==> src/hdl/gic_pkg.sv <==
// shared types and constants for the gamepad input conditioner
package gic_pkg;

    localparam int CFG_W = 12;
    localparam int REG_IDX_W = 3;

    typedef logic [CFG_W-1:0] t_cfg_val;
    typedef logic [REG_IDX_W-1:0] t_reg_idx;
    typedef logic [1:0] t_flick;

    localparam t_reg_idx REG_DEADZONE = 3'd0;
    localparam t_reg_idx REG_AXIS_ARM = 3'd1;
    localparam t_reg_idx REG_AXIS_REL = 3'd2;
    localparam t_reg_idx REG_TRIG_ARM = 3'd3;
    localparam t_reg_idx REG_TRIG_REL = 3'd4;

    localparam t_cfg_val RST_DEADZONE = 12'd410;
    localparam t_cfg_val RST_AXIS_ARM = 12'd1228;
    localparam t_cfg_val RST_AXIS_REL = 12'd819;
    localparam t_cfg_val RST_TRIG_ARM = 12'd2866;
    localparam t_cfg_val RST_TRIG_REL = 12'd1229;

    localparam t_flick FLICK_NONE = 2'd0;
    localparam t_flick FLICK_POS  = 2'd1;
    localparam t_flick FLICK_NEG  = 2'd2;

    typedef struct packed {
        t_cfg_val dz_limit;
        t_cfg_val arm_level;
        t_cfg_val rel_level;
    } t_axis_cfg;

endpackage

==> src/hdl/gic_axis.sv <==
// one stick axis: scaling, deadzone and flick detection
module gic_axis #(
    parameter int ADC_BITS = 12,
    parameter bit NEGATE = 1'b0
) (
    input  logic [ADC_BITS-1:0]  i_code,
    input  gic_pkg::t_axis_cfg   i_cfg,
    input  logic [1:0]           i_flags,
    input  gic_pkg::t_flick      i_prev_flick,
    output logic signed [ADC_BITS:0] o_value,
    output gic_pkg::t_flick      o_flick,
    output logic [1:0]           o_flags
);
    import gic_pkg::*;

    localparam int CW = (ADC_BITS + 2 > CFG_W + 1) ? ADC_BITS + 2 : CFG_W + 1;
    localparam int FS = (2 ** ADC_BITS) - 1;

    logic signed [CW-1:0] s_raw;
    logic signed [CW-1:0] s_sgn;
    logic signed [CW-1:0] mag;
    logic signed [CW-1:0] s_val;
    logic signed [CW-1:0] dz;
    logic signed [CW-1:0] arm;
    logic signed [CW-1:0] rel;

    assign dz  = $signed(CW'(i_cfg.dz_limit));
    assign arm = $signed(CW'(i_cfg.arm_level));
    assign rel = $signed(CW'(i_cfg.rel_level));

    assign s_raw = $signed(CW'({i_code, 1'b0})) - $signed(CW'(FS));
    assign s_sgn = NEGATE ? -s_raw : s_raw;
    assign mag   = s_sgn[CW-1] ? -s_sgn : s_sgn;
    assign s_val = (mag < dz) ? '0 : s_sgn;
    assign o_value = $signed(s_val[ADC_BITS:0]);

    always_comb begin
        logic [1:0] flags;
        flags = (i_prev_flick != FLICK_NONE) ? 2'b00 : i_flags;
        if (s_val > arm) begin
            flags[0] = 1'b1;
        end
        if (s_val < -arm) begin
            flags[1] = 1'b1;
        end
        o_flick = FLICK_NONE;
        if (flags[1] && s_val > -rel) begin
            o_flick = FLICK_NEG;
        end else if (flags[0] && s_val < rel) begin
            o_flick = FLICK_POS;
        end
        o_flags = flags;
    end

endmodule

==> src/hdl/gamepad_input_conditioner.sv <==
// top level of the gamepad input conditioner
// Takes one beat of stick, trigger and button samples per clock when not stalled and
// returns one result beat per input beat, in order. A beat is held in the input register
// and then moves to the result register, from which it is offered; with the result side
// ready the block sustains one beat every cycle. Stick values are 2*code minus full scale
// (left Y and right X negated), zeroed inside the deadzone; flick codes and button edges
// depend on the previous beat.
// Registers are written through the config channel (always ready) and should only change
// while no beat is in flight.
module gamepad_input_conditioner #(
    parameter int BUTTON_COUNT = 14,
    parameter int ADC_BITS = 12,
    localparam int IN_W = 6 * ADC_BITS + BUTTON_COUNT,
    localparam int IN_PW = ((IN_W + 7) / 8) * 8,
    localparam int OUT_W = 4 * (ADC_BITS + 1) + 2 * ADC_BITS + 2 * BUTTON_COUNT + 10,
    localparam int OUT_PW = ((OUT_W + 7) / 8) * 8
) (
    input  logic                    i_clk,
    input  logic                    i_rst_n,
    // lx, ly, rx, ry, left trigger, right trigger codes, button levels, zero pad
    input  logic [IN_PW-1:0]        i_s_tdata,
    input  logic                    i_s_tvalid,
    output logic                    o_s_tready,
    // lx, ly, rx, ry values, left level, right level, rising, falling,
    // axis flicks, trigger flicks, zero pad
    output logic [OUT_PW-1:0]       o_m_tdata,
    output logic                    o_m_tvalid,
    input  logic                    i_m_tready,
    input  logic                    i_cfg_valid,
    output logic                    o_cfg_ready,
    input  gic_pkg::t_reg_idx       i_cfg_index,
    input  gic_pkg::t_cfg_val       i_cfg_data
);
    import gic_pkg::*;

    localparam int AV = ADC_BITS + 1;
    localparam int TW = (ADC_BITS > CFG_W) ? ADC_BITS : CFG_W;
    localparam int O_LT = 4 * AV;
    localparam int O_RT = O_LT + ADC_BITS;
    localparam int O_RISE = O_RT + ADC_BITS;
    localparam int O_FALL = O_RISE + BUTTON_COUNT;
    localparam int O_AFL = O_FALL + BUTTON_COUNT;
    localparam int O_TFL = O_AFL + 8;

    t_cfg_val r_dz, r_axis_arm, r_axis_rel, r_trig_arm, r_trig_rel;

    logic                    r_in_valid;
    logic [IN_W-1:0]         r_in_data;
    logic                    r_out_valid;
    logic [OUT_PW-1:0]       r_out_data;

    logic [BUTTON_COUNT-1:0] r_prev_btn;
    logic [7:0]              r_axis_flags;
    logic [1:0]              r_trig_flags;
    logic [7:0]              r_prev_afl;
    logic [1:0]              r_prev_tfl;

    logic                    out_free;
    logic                    advance;
    t_axis_cfg               axis_cfg;
    logic signed [AV-1:0]    ax_val [4];
    logic [7:0]              n_axis_flags;
    logic [7:0]              n_afl;
    logic [1:0]              n_trig_flags;
    logic [1:0]              n_tfl;
    logic [ADC_BITS-1:0]     trig_lvl [2];
    logic [BUTTON_COUNT-1:0] btn;
    logic [OUT_PW-1:0]       n_out_data;

    assign o_cfg_ready = 1'b1;
    assign out_free    = !r_out_valid || i_m_tready;
    assign advance     = r_in_valid && out_free;
    assign o_s_tready  = !r_in_valid || out_free;
    assign o_m_tvalid  = r_out_valid;
    assign o_m_tdata   = r_out_data;

    assign axis_cfg = '{dz_limit: r_dz, arm_level: r_axis_arm, rel_level: r_axis_rel};

    // register file
    always_ff @(posedge i_clk) begin
        if (!i_rst_n) begin
            r_dz       <= RST_DEADZONE;
            r_axis_arm <= RST_AXIS_ARM;
            r_axis_rel <= RST_AXIS_REL;
            r_trig_arm <= RST_TRIG_ARM;
            r_trig_rel <= RST_TRIG_REL;
        end else if (i_cfg_valid) begin
            unique case (i_cfg_index)
                REG_DEADZONE: r_dz       <= i_cfg_data;
                REG_AXIS_ARM: r_axis_arm <= i_cfg_data;
                REG_AXIS_REL: r_axis_rel <= i_cfg_data;
                REG_TRIG_ARM: r_trig_arm <= i_cfg_data;
                REG_TRIG_REL: r_trig_rel <= i_cfg_data;
                default: ;
            endcase
        end
    end

    genvar k;
    generate
        for (k = 0; k < 4; k++) begin : g_axis
            gic_axis #(
                .ADC_BITS (ADC_BITS),
                .NEGATE   ((k == 1) || (k == 2))
            ) u_axis (
                .i_code       (r_in_data[k*ADC_BITS +: ADC_BITS]),
                .i_cfg        (axis_cfg),
                .i_flags      (r_axis_flags[2*k +: 2]),
                .i_prev_flick (r_prev_afl[2*k +: 2]),
                .o_value      (ax_val[k]),
                .o_flick      (n_afl[2*k +: 2]),
                .o_flags      (n_axis_flags[2*k +: 2])
            );
        end
    endgenerate

    assign trig_lvl[0] = r_in_data[4*ADC_BITS +: ADC_BITS];
    assign trig_lvl[1] = ~r_in_data[5*ADC_BITS +: ADC_BITS];
    assign btn         = r_in_data[6*ADC_BITS +: BUTTON_COUNT];

    // trigger flick detectors
    always_comb begin
        logic armed;
        for (int t = 0; t < 2; t++) begin
            armed = r_prev_tfl[t] ? 1'b0 : r_trig_flags[t];
            if (TW'(trig_lvl[t]) > TW'(r_trig_arm)) begin
                armed = 1'b1;
            end
            n_trig_flags[t] = armed;
            n_tfl[t] = armed && (TW'(trig_lvl[t]) < TW'(r_trig_rel));
        end
    end

    always_comb begin
        n_out_data = '0;
        for (int a = 0; a < 4; a++) begin
            n_out_data[a*AV +: AV] = ax_val[a];
        end
        n_out_data[O_LT +: ADC_BITS]     = trig_lvl[0];
        n_out_data[O_RT +: ADC_BITS]     = trig_lvl[1];
        n_out_data[O_RISE +: BUTTON_COUNT] = btn & ~r_prev_btn;
        n_out_data[O_FALL +: BUTTON_COUNT] = ~btn & r_prev_btn;
        n_out_data[O_AFL +: 8]           = n_afl;
        n_out_data[O_TFL +: 2]           = n_tfl;
    end

    // input register, result register and tick state
    always_ff @(posedge i_clk) begin
        if (!i_rst_n) begin
            r_in_valid   <= 1'b0;
            r_out_valid  <= 1'b0;
            r_prev_btn   <= '0;
            r_axis_flags <= '0;
            r_trig_flags <= '0;
            r_prev_afl   <= '0;
            r_prev_tfl   <= '0;
        end else begin
            if (o_s_tready) begin
                r_in_valid <= i_s_tvalid;
            end
            if (out_free) begin
                r_out_valid <= r_in_valid;
            end
            if (advance) begin
                r_prev_btn   <= btn;
                r_axis_flags <= n_axis_flags;
                r_trig_flags <= n_trig_flags;
                r_prev_afl   <= n_afl;
                r_prev_tfl   <= n_tfl;
            end
        end
    end

    always_ff @(posedge i_clk) begin
        if (o_s_tready && i_s_tvalid) begin
            r_in_data <= i_s_tdata[IN_W-1:0];
        end
        if (advance) begin
            r_out_data <= n_out_data;
        end
    end

    a_held_beat: assert property (@(posedge i_clk) disable iff (!i_rst_n)
        (r_in_valid && !out_free) |=> r_in_valid)
        else $error("input beat lost while result side stalled");

    a_flick_state: assert property (@(posedge i_clk) disable iff (!i_rst_n)
        r_out_valid |-> (r_prev_afl == r_out_data[O_AFL +: 8]
                         && r_prev_tfl == r_out_data[O_TFL +: 2]))
        else $error("flick history out of step with result register");

    a_flick_code: assert property (@(posedge i_clk) disable iff (!i_rst_n)
        r_out_valid |-> (r_prev_afl[1:0] != 2'b11 && r_prev_afl[3:2] != 2'b11
                         && r_prev_afl[5:4] != 2'b11 && r_prev_afl[7:6] != 2'b11))
        else $error("axis flick both directions at once");

    a_edges: assert property (@(posedge i_clk) disable iff (!i_rst_n)
        r_out_valid |-> ((r_out_data[O_RISE +: BUTTON_COUNT]
                          & r_out_data[O_FALL +: BUTTON_COUNT]) == '0))
        else $error("button both rising and falling");

endmodule
==> config.mk <==
export PLATFORM = sky130hd
export DESIGN_NAME = gamepad_input_conditioner
export DESIGN_NICKNAME = d
export VERILOG_FILES = /design/src/hdl/gic_pkg.sv /design/src/hdl/gic_axis.sv /design/src/hdl/gamepad_input_conditioner.sv
export SDC_FILE = /design/constraint.sdc
export NUM_CORES = 1
export LEC_CHECK = 0
export BUFFER_PORTS_ARGS = -buffer_cell sky130_fd_sc_hd__buf_4
export CORE_ASPECT_RATIO = 0.7
export CORE_MARGIN = 5
export CORE_UTILIZATION = 54
export DETAILED_ROUTE_END_ITERATION = 8
export GPL_TIMING_DRIVEN = 0
export PLACE_DENSITY = 0.78
export SLEW_MARGIN = 20
export SYNTH_ARGS = -nofsm -noshare
export SYNTH_HDL_FRONTEND = slang
export SYNTH_SLANG_ARGS = --single-unit
==> constraint.sdc <==
create_clock -name i_clk -period 5.3 [get_ports i_clk]
set_clock_uncertainty 0.2 [all_clocks]
set_input_delay 0.53 -clock i_clk [delete_from_list [all_inputs] [get_ports i_clk]]
set_output_delay 0.53 -clock i_clk [all_outputs]
set_load 0.03 [all_outputs]
==> results of run 1 <==
## layer usage
| metal | GRT usage [%] | vias to the layer above | share of wire, % |
|---|---|---|---|
| met2 | 45.95 | 879 | 41 |
| met4 | 7.901 | 2 | 2.6 |
| met3 | 11.73 | 130 | 13 |
| met1 | 46.54 | 7495 | 43 |
| met5 | 0 | - | 0.11 |
| li1 | - | 7303 | - |
## power groups by stage
stage / logic (uW) / clock network [uW] / registers (uW)
final: 1570 / 2120 / 2680
after global routing: 1690 / 2250 / 2690
after CTS: 1490 / 2150 / 2680
after detailed placement: 1400 / 0 / 2720
after global placement: 1350 / 0 / 2720
after floorplan: 796 / 0 / 2810
## what timing repair did
action	CTS	global route
cloned	0	0
buffers inserted	9	5
gates resized for setup	42	36
setup endpoints to repair	24	17
hold buffers	86	0
pin swaps	6	4
hold endpoints to repair	86	0
## worst reg2reg max path: stages, from the launching register on
cell       delay [ns]
edfxtp_1         0.42
buf_4            0.22
xnor2_1          0.14
ha_1             0.32
a2111o_1         0.46
o21ai_4          0.31
nand2_4          0.08
inv_2            0.07
buf_4            0.17
clkbuf_8         0.24
nor2_2           0.13
ha_1             0.34
nand4_1          0.19
or4_1            0.57
a21oi_1          0.27
nor3_1           0.12
a21oi_1          0.17
a2111oi_2        0.08
or3_1            0.42
o31ai_2          0.23
## Yosys cell counts (4+ instances only)
| library cell | number | area share, % |
|---|---|---|
| ha_1 | 252 | 17 |
| edfxtp_1 | 200 | 33 |
| nand2_1 | 194 | 4.0 |
| inv_1 | 106 | 2.2 |
| nor2_1 | 100 | 2.1 |
| dfxtp_1 | 95 | 10 |
| a21oi_1 | 92 | 2.5 |
| xnor2_1 | 70 | 3.4 |
| o21ai_0 | 58 | 1.6 |
| clkbuf_1 | 57 | 1.2 |
| a21boi_0 | 54 | 2.2 |
| nor2b_1 | 46 | 1.6 |
| nand3_1 | 45 | 1.2 |
| o211ai_1 | 41 | 1.7 |
| nand4_1 | 34 | 1.2 |
| a21o_1 | 31 | 1.3 |
| and2_1 | 31 | 1.1 |
| a211oi_1 | 19 | 0.78 |
| nor3_1 | 18 | 0.49 |
| nand2b_1 | 17 | 0.58 |
| a31oi_1 | 15 | 0.51 |
| o21a_1 | 13 | 0.53 |
| o31ai_1 | 13 | 0.53 |
| a2111oi_0 | 12 | 0.57 |
| and3_1 | 12 | 0.41 |
| nor4_1 | 11 | 0.38 |
| buf_4 | 9 | 0.37 |
| o2111ai_1 | 8 | 0.38 |
| mux2i_1 | 7 | 0.38 |
| o22ai_1 | 6 | 0.21 |
| or2_2 | 6 | 0.21 |
| xor2_1 | 6 | 0.29 |
| buf_1 | 5 | 0.10 |
| inv_2 | 5 | 0.10 |
| o211a_1 | 5 | 0.27 |
| a221oi_1 | 4 | 0.19 |
| a221oi_2 | 4 | 0.33 |
| a311oi_1 | 4 | 0.19 |
| buf_2 | 4 | 0.11 |
| maj3_1 | 4 | 0.22 |
| o21ai_1 | 4 | 0.11 |
## sequential cells by signal (all words and copies together), names as in the netlist
name and count:
o_m_tdata 114, r_axis_flags 8, r_trig_arm 12, r_in_data 86, o_m_tvalid 1, r_prev_btn 14, r_trig_rel 12, r_prev_afl 8
r_axis_rel 12, r_dz 11, r_prev_tfl 2, r_in_valid 1, r_axis_arm 12, r_trig_flags 2
## area by class of cell
class | count | area [um2] | share of cell area [%]
Clock buffer | 39 | 850.8 | 3.738
Inverter | 113 | 427.9 | 1.880
Sequential cell | 295 | 7908 | 34.74
Antenna cell | 1 | 2.502 | 0.01099
Buffer | 65 | 336.6 | 1.479
Multi-Input combinational cell | 1322 | 9866 | 43.34
Tap cell | 435 | 544.3 | 2.391
Clock inverter | 14 | 126.4 | 0.5552
Timing Repair Buffer | 324 | 2700 | 11.86
## kinds of logic after synthesis
logic type                 share of synthesized area, %
adders and majority gates                         17.65
xor gates and xnor gates                          3.729
muxes                                            0.5679
DFF                                               43.24
buffers and inverters                             4.071
other                                           0.04107
AOI/OAI and AO/OA                                 16.58
and+or+nand+nor                                   14.12
## path summary, 6_finish.rpt
path	startpoint	to	slack (ns)
worst min register to register	r_prev_afl[5]$_SDFFE_PN0P_	r_prev_afl[5]$_SDFFE_PN0P_	0.25
worst max-delay path	r_in_data[23]$_DFFE_PP_	r_prev_afl[2]$_SDFFE_PN0P_	0.08
worst max register to register	r_in_data[23]$_DFFE_PP_	r_prev_afl[2]$_SDFFE_PN0P_	0.08
worst min-delay path	i_s_tvalid	r_in_valid$_SDFFE_PN0N_	0.02
## per-stage QoR
stage                     std cells  utilization [%]  setup TNS, ns
final                          2608            67.96              0
after global routing           2607            67.95       -0.03880
after CTS                      2605            67.53              0
after detailed placement       2464            61.51         -20.87
after global placement         2461            61.23        -187.68
after floorplan                1805                -              0
==> impl_metrics.env, run 1 <==
export IMPL_status="finished, final reports clean"
export IMPL_portBuffers=221
export IMPL_cts_sinks=295
export IMPL_p_leak_uw=0.009487
export IMPL_synthFlopType="edfxtp_1"
export IMPL_hold_slack_ns=0.02164
export IMPL_drtIter0Drc=1946
export IMPL_worstHoldPathCells=3
export IMPL_drt_wl_total_um=62790
export IMPL_grt_pass1_wl_um=92180
export IMPL_crit_cells=19
export IMPL_drv_cap=0
export IMPL_async_flop_share_pct=0
export IMPL_power_total_uw=6371
export IMPL_synth_distinct_cells=88
export IMPL_clock_path_buffers=3
export IMPL_clkSlewWorstSetupHoldPaths_ns=0.07
export IMPL_yosysSeqAreaShare_pct=43.24
export IMPL_sw_frac_of_total_pct=30.52
export IMPL_row_count=56
export IMPL_netlist_area_um2=18290
export IMPL_place_ws_ns=-1.534
export IMPL_finalHoldViolations=0
export IMPL_end_kind="register"
export IMPL_antenna_found_initial=0
export IMPL_stdcell_area_um2=22760
export IMPL_setup_violations=0
export IMPL_worstPathCellList="buf_4, xnor2_1, ha_1, a2111o_1, o21ai_4, nand2_4, inv_2, buf_4, clkbuf_8, nor2_2, ha_1, nand4_1, or4_1, a21oi_1, nor3_1, a21oi_1, a2111oi_2, or3_1, o31ai_2"
export IMPL_layout_common_cells="ha_1, buf_4, edfxtp_1, nand2_1, inv_1"
export IMPL_syn_inst=1800
export IMPL_slowest_stage="or4_1"
export IMPL_hpwlAfterDp_um=47330
export IMPL_timing_final_crit_share_pct=98.57
export IMPL_die_x_um=229.9
export IMPL_fmax_ghz=0.1914
export IMPL_cts_htree_levels=1
export IMPL_wl_per_cell_um=24.08
export IMPL_viasPerCell=6.062
export IMPL_ios=231
export IMPL_p_switching_uw=1945
export IMPL_cts_tree="done"
export IMPL_synthToLayoutAreaGrowth_pct=24.47
export IMPL_coreArea_um2=33490
export IMPL_initial_core_util_pct=54.60
export IMPL_worst_pin_slew_ns=1.030
export IMPL_worst_ep_arrival_time_ns=5.50
export IMPL_power_clock_fraction_pct=33.3
export IMPL_dr_pass1_iters=6
export IMPL_nNetsFinal=2510
export IMPL_synth_seq_cells=295
export IMPL_crit_family="compound AO/OA/AOI/OAI gates"
export IMPL_critPathRequiredTime_ns=5.58
export IMPL_place_area_um2=20600
export IMPL_drc_errors=0
export IMPL_grt_max_degree=57
export IMPL_layout_drive_gt1_share_pct=17.59
export IMPL_ff2ff_path_depth=19
export IMPL_max_stage_delay_ns=0.57
export IMPL_drv_slew=0
export IMPL_final_common_cell="ha_1"
export IMPL_postRouteAntennaNets=0
export IMPL_grt_pass1_vias=15013
export IMPL_clk_latency_ns=0.56
export IMPL_vias=15809
export IMPL_die_h_um=164.0
export IMPL_die_area_um2=37700
export IMPL_worst_slack_ns=0.07592
export IMPL_critPathBufInv=4
export IMPL_ir_worst_vdd_v=0.0003006
export IMPL_ys_warnings_count=0
export IMPL_gp_congestion=1.012
export IMPL_max_slew_margin_pct=30.77
export IMPL_criticalPathCategory="register to register"
export IMPL_p_int_uw=4427
export IMPL_synth_edf_count=200
export IMPL_seqPwrFrac_pct=42.0
export IMPL_power_frac_comb_pct=24.6
export IMPL_gr_total_overflow=0
export IMPL_cts_made_buffers=29
export IMPL_layout_min_cycle_time_ns=5.224
export IMPL_cts_root_buffer="clkbuf_16"
export IMPL_power_density_nw_per_um2=279.9
export IMPL_syn_avg_cell_area_um2=10.16
export IMPL_setup_worst_path_start_class="register"
export IMPL_worstHoldPathType="input port to register"
export IMPL_crit_fanout=11
export IMPL_final_fill_count=2513
export IMPL_grt_usage_pct=32.14
Power figures use the tool's default switching activity.
==> run 2: changes to the inputs <==
- CELL_PAD_IN_SITES_DETAIL_PLACEMENT: default -> 0
- CELL_PAD_IN_SITES_GLOBAL_PLACEMENT: default -> 2
- CORE_UTILIZATION: 54 -> 34
- PLACE_DENSITY: 0.78 -> 0.77
- TNS_END_PERCENT: default -> 10
==> impl_metrics.env, run 2 (synthesis results as in run 1) <==
export IMPL_status="finished, final reports clean"
export IMPL_gp_congestion=0.9125
export IMPL_cp_startpoint="r_axis_rel[8]$_SDFFE_PN1P_"
export IMPL_place_area_um2=20980
export IMPL_cts_sinks=295
export IMPL_regArea_um2=7908
export IMPL_die_h_um=204.0
export IMPL_p_leak_uw=0.009661
export IMPL_cts_made_buffers=34
export IMPL_worst_pin_slew_ns=1.150
export IMPL_coreArea_um2=53480
export IMPL_fin_util_pct=44.11
export IMPL_setup_violations=0
export IMPL_final_common_cell="buf_4"
export IMPL_die_area_um2=58590
export IMPL_dr_pass1_iters=5
export IMPL_postRouteAntennaNets=0
export IMPL_crit_fanout=9
export IMPL_reg2reg_from="r_axis_rel[8]$_SDFFE_PN1P_"
export IMPL_nNetsFinal=2522
export IMPL_layout_common_cells="buf_4, ha_1, edfxtp_1, nand2_1, inv_1"
export IMPL_grt_usage_pct=23.48
export IMPL_reg2reg_to="o_m_tdata[108]$_DFFE_PP_"
export IMPL_cts_root_buffer="clkbuf_16"
export IMPL_ios=231
export IMPL_instances_no_fill=2919
export IMPL_max_stage_delay_ns=1.05
export IMPL_wl_per_cell_um=24.08
export IMPL_multi_input_comb_area_um2=10010
export IMPL_fmax_ghz=0.1921
export IMPL_antenna_found_initial=2
export IMPL_synthToLayoutAreaGrowth_pct=28.99
export IMPL_drc_errors=0
export IMPL_criticalPathCategory="register to register"
export IMPL_timing_final_crit_share_pct=98.20
export IMPL_setup_worst_path_start_class="register"
export IMPL_worst_slack_ns=0.09562
export IMPL_critPathRequiredTime_ns=5.40
export IMPL_vias=15461
export IMPL_place_inst=2759
export IMPL_finalHoldViolations=0
export IMPL_end_kind="register"
export IMPL_drt_wl_total_um=70300
export IMPL_clkSlewWorstSetupHoldPaths_ns=0.06
export IMPL_cts_tree="done"
export IMPL_die_x_um=287.2
export IMPL_place_ws_ns=-1.917
export IMPL_worstHoldPathType="input port to register"
export IMPL_gr_total_overflow=0
export IMPL_grt_pass1_vias=15060
export IMPL_portBuffers=221
export IMPL_layout_min_cycle_time_ns=5.204
export IMPL_stdcell_area_um2=23590
export IMPL_initial_core_util_pct=34.19
export IMPL_cts_htree_levels=2
export IMPL_whs_endpoint="r_in_valid$_SDFFE_PN0N_"
export IMPL_ff2ff_path_depth=14
export IMPL_worst_ep_arrival_time_ns=5.31
export IMPL_grt_max_degree=56
export IMPL_layout_drive_gt1_share_pct=19.06
export IMPL_slowest_stage="nor2_1"
export IMPL_ir_worst_vdd_v=0.0001791
export IMPL_final_fill_count=5160
export IMPL_grt_pass1_wl_um=101400
export IMPL_power_total_uw=6857
export IMPL_power_density_nw_per_um2=290.7
export IMPL_clk_latency_ns=0.56
export IMPL_hp_start="i_s_tvalid"
export IMPL_rrSetupSlack_ns=0.1
export IMPL_viasPerCell=5.297
export IMPL_worstPathCellList="clkbuf_1, nor2_1, nand3_1, nor4_2, ha_1, and3_1, nand4_1, nor2_1, a221oi_2, o211ai_1, xor2_1, a221oi_4, a21oi_2, and2_1"
export IMPL_hpwlAfterDp_um=53230
export IMPL_drtIter0Drc=1310
export IMPL_rsz0062_at_grt="true"
export IMPL_largest_reg_flops=114
export IMPL_max_slew_margin_pct=23.07
export IMPL_worstHoldPathCells=3
export IMPL_drv_slew=0
export IMPL_row_count=71
export IMPL_drv_cap=0
export IMPL_clock_path_buffers=3
export IMPL_crit_top_cell="nor2_1"
[run 2: cell types whose count changed in the layout (fill, tap and decap cells not counted), sizes merged]
cell | previous run | this run
bufinv | 2 | 7
buf | 253 | 267
clkbuf | 89 | 84
clkinvlp | 2 | 3
inv | 112 | 113
[run 2: cell type report]
| cell class | instances | area share, % |
|---|---|---|
| Clock buffer | 41 | 3.761 |
| Clock inverter | 21 | 1.305 |
| Buffer | 64 | 1.453 |
| Multi-Input combinational cell | 1322 | 42.46 |
| Timing Repair Buffer | 332 | 11.79 |
| Sequential cell | 295 | 33.52 |
| Antenna cell | 1 | 0.01061 |
| Inverter | 113 | 1.830 |
| Tap cell | 730 | 3.872 |
[run 2: through the flow]
step                        TNS, ns  hold WS (ns)
after floorplan                   0        0.2350
after global placement      -244.45        0.2465
after detailed placement     -26.46        0.2535
after CTS                         0       0.02111
after global routing      -0.004394       0.06373
final                             0       0.03973
[run 2: per-layer routing]
metal,GRT usage (%),vias up,part of all wire [%]
li1,-,7360,-
met5,0,-,0
met1,36.14,7464,50
met4,6.733,0,2.7
met3,5.574,87,8.2
met2,32.44,550,40
[run 2: report_power, final]
group | leakage, uW | total [uW] | switching, uW | internal [uW]
Sequential | 0.00269 | 2680 | 77.5 | 2600
Combinational | 0.00639 | 1630 | 1000 | 624
Clock | 0.000577 | 2550 | 1000 | 1550
Total | 0.00966 | 6860 | 2080 | 4780
[run 2: timing repair]
action,in CTS,in global routing
buffers inserted,8,14
gates cloned,0,0
setup endpoints to repair,24,20
endpoints found under the hold margin,86,0
pin swaps,6,9
hold buffers,86,0
gates resized for setup,54,61
[run 2: worst max-delay path, delay by kind of cell, from the launching register on]
family / cells / cell delay, ns
AOI/OAI and AO/OA: 4 / 0.83
buffers and inverters: 1 / 0.45
and+or+nand+nor: 7 / 2.61
xor gates and xnor gates: 1 / 0.18
adders and majority gates: 1 / 0.39
DFF: 1 / 0.29
[run 2: how the worst max path moves through the flow]
stage,end,cells past startpoint
2_1_floorplan,r_prev_afl[6]$_SDFFE_PN0P_,19
3_3_place_gp,o_m_tdata[108]$_DFFE_PP_,21
3_5_place_dp,o_m_tdata[108]$_DFFE_PP_,21
4_1_cts,o_m_tdata[108]$_DFFE_PP_,20
5_1_grt,r_prev_afl[2]$_SDFFE_PN0P_,15
6_report,o_m_tdata[108]$_DFFE_PP_,14
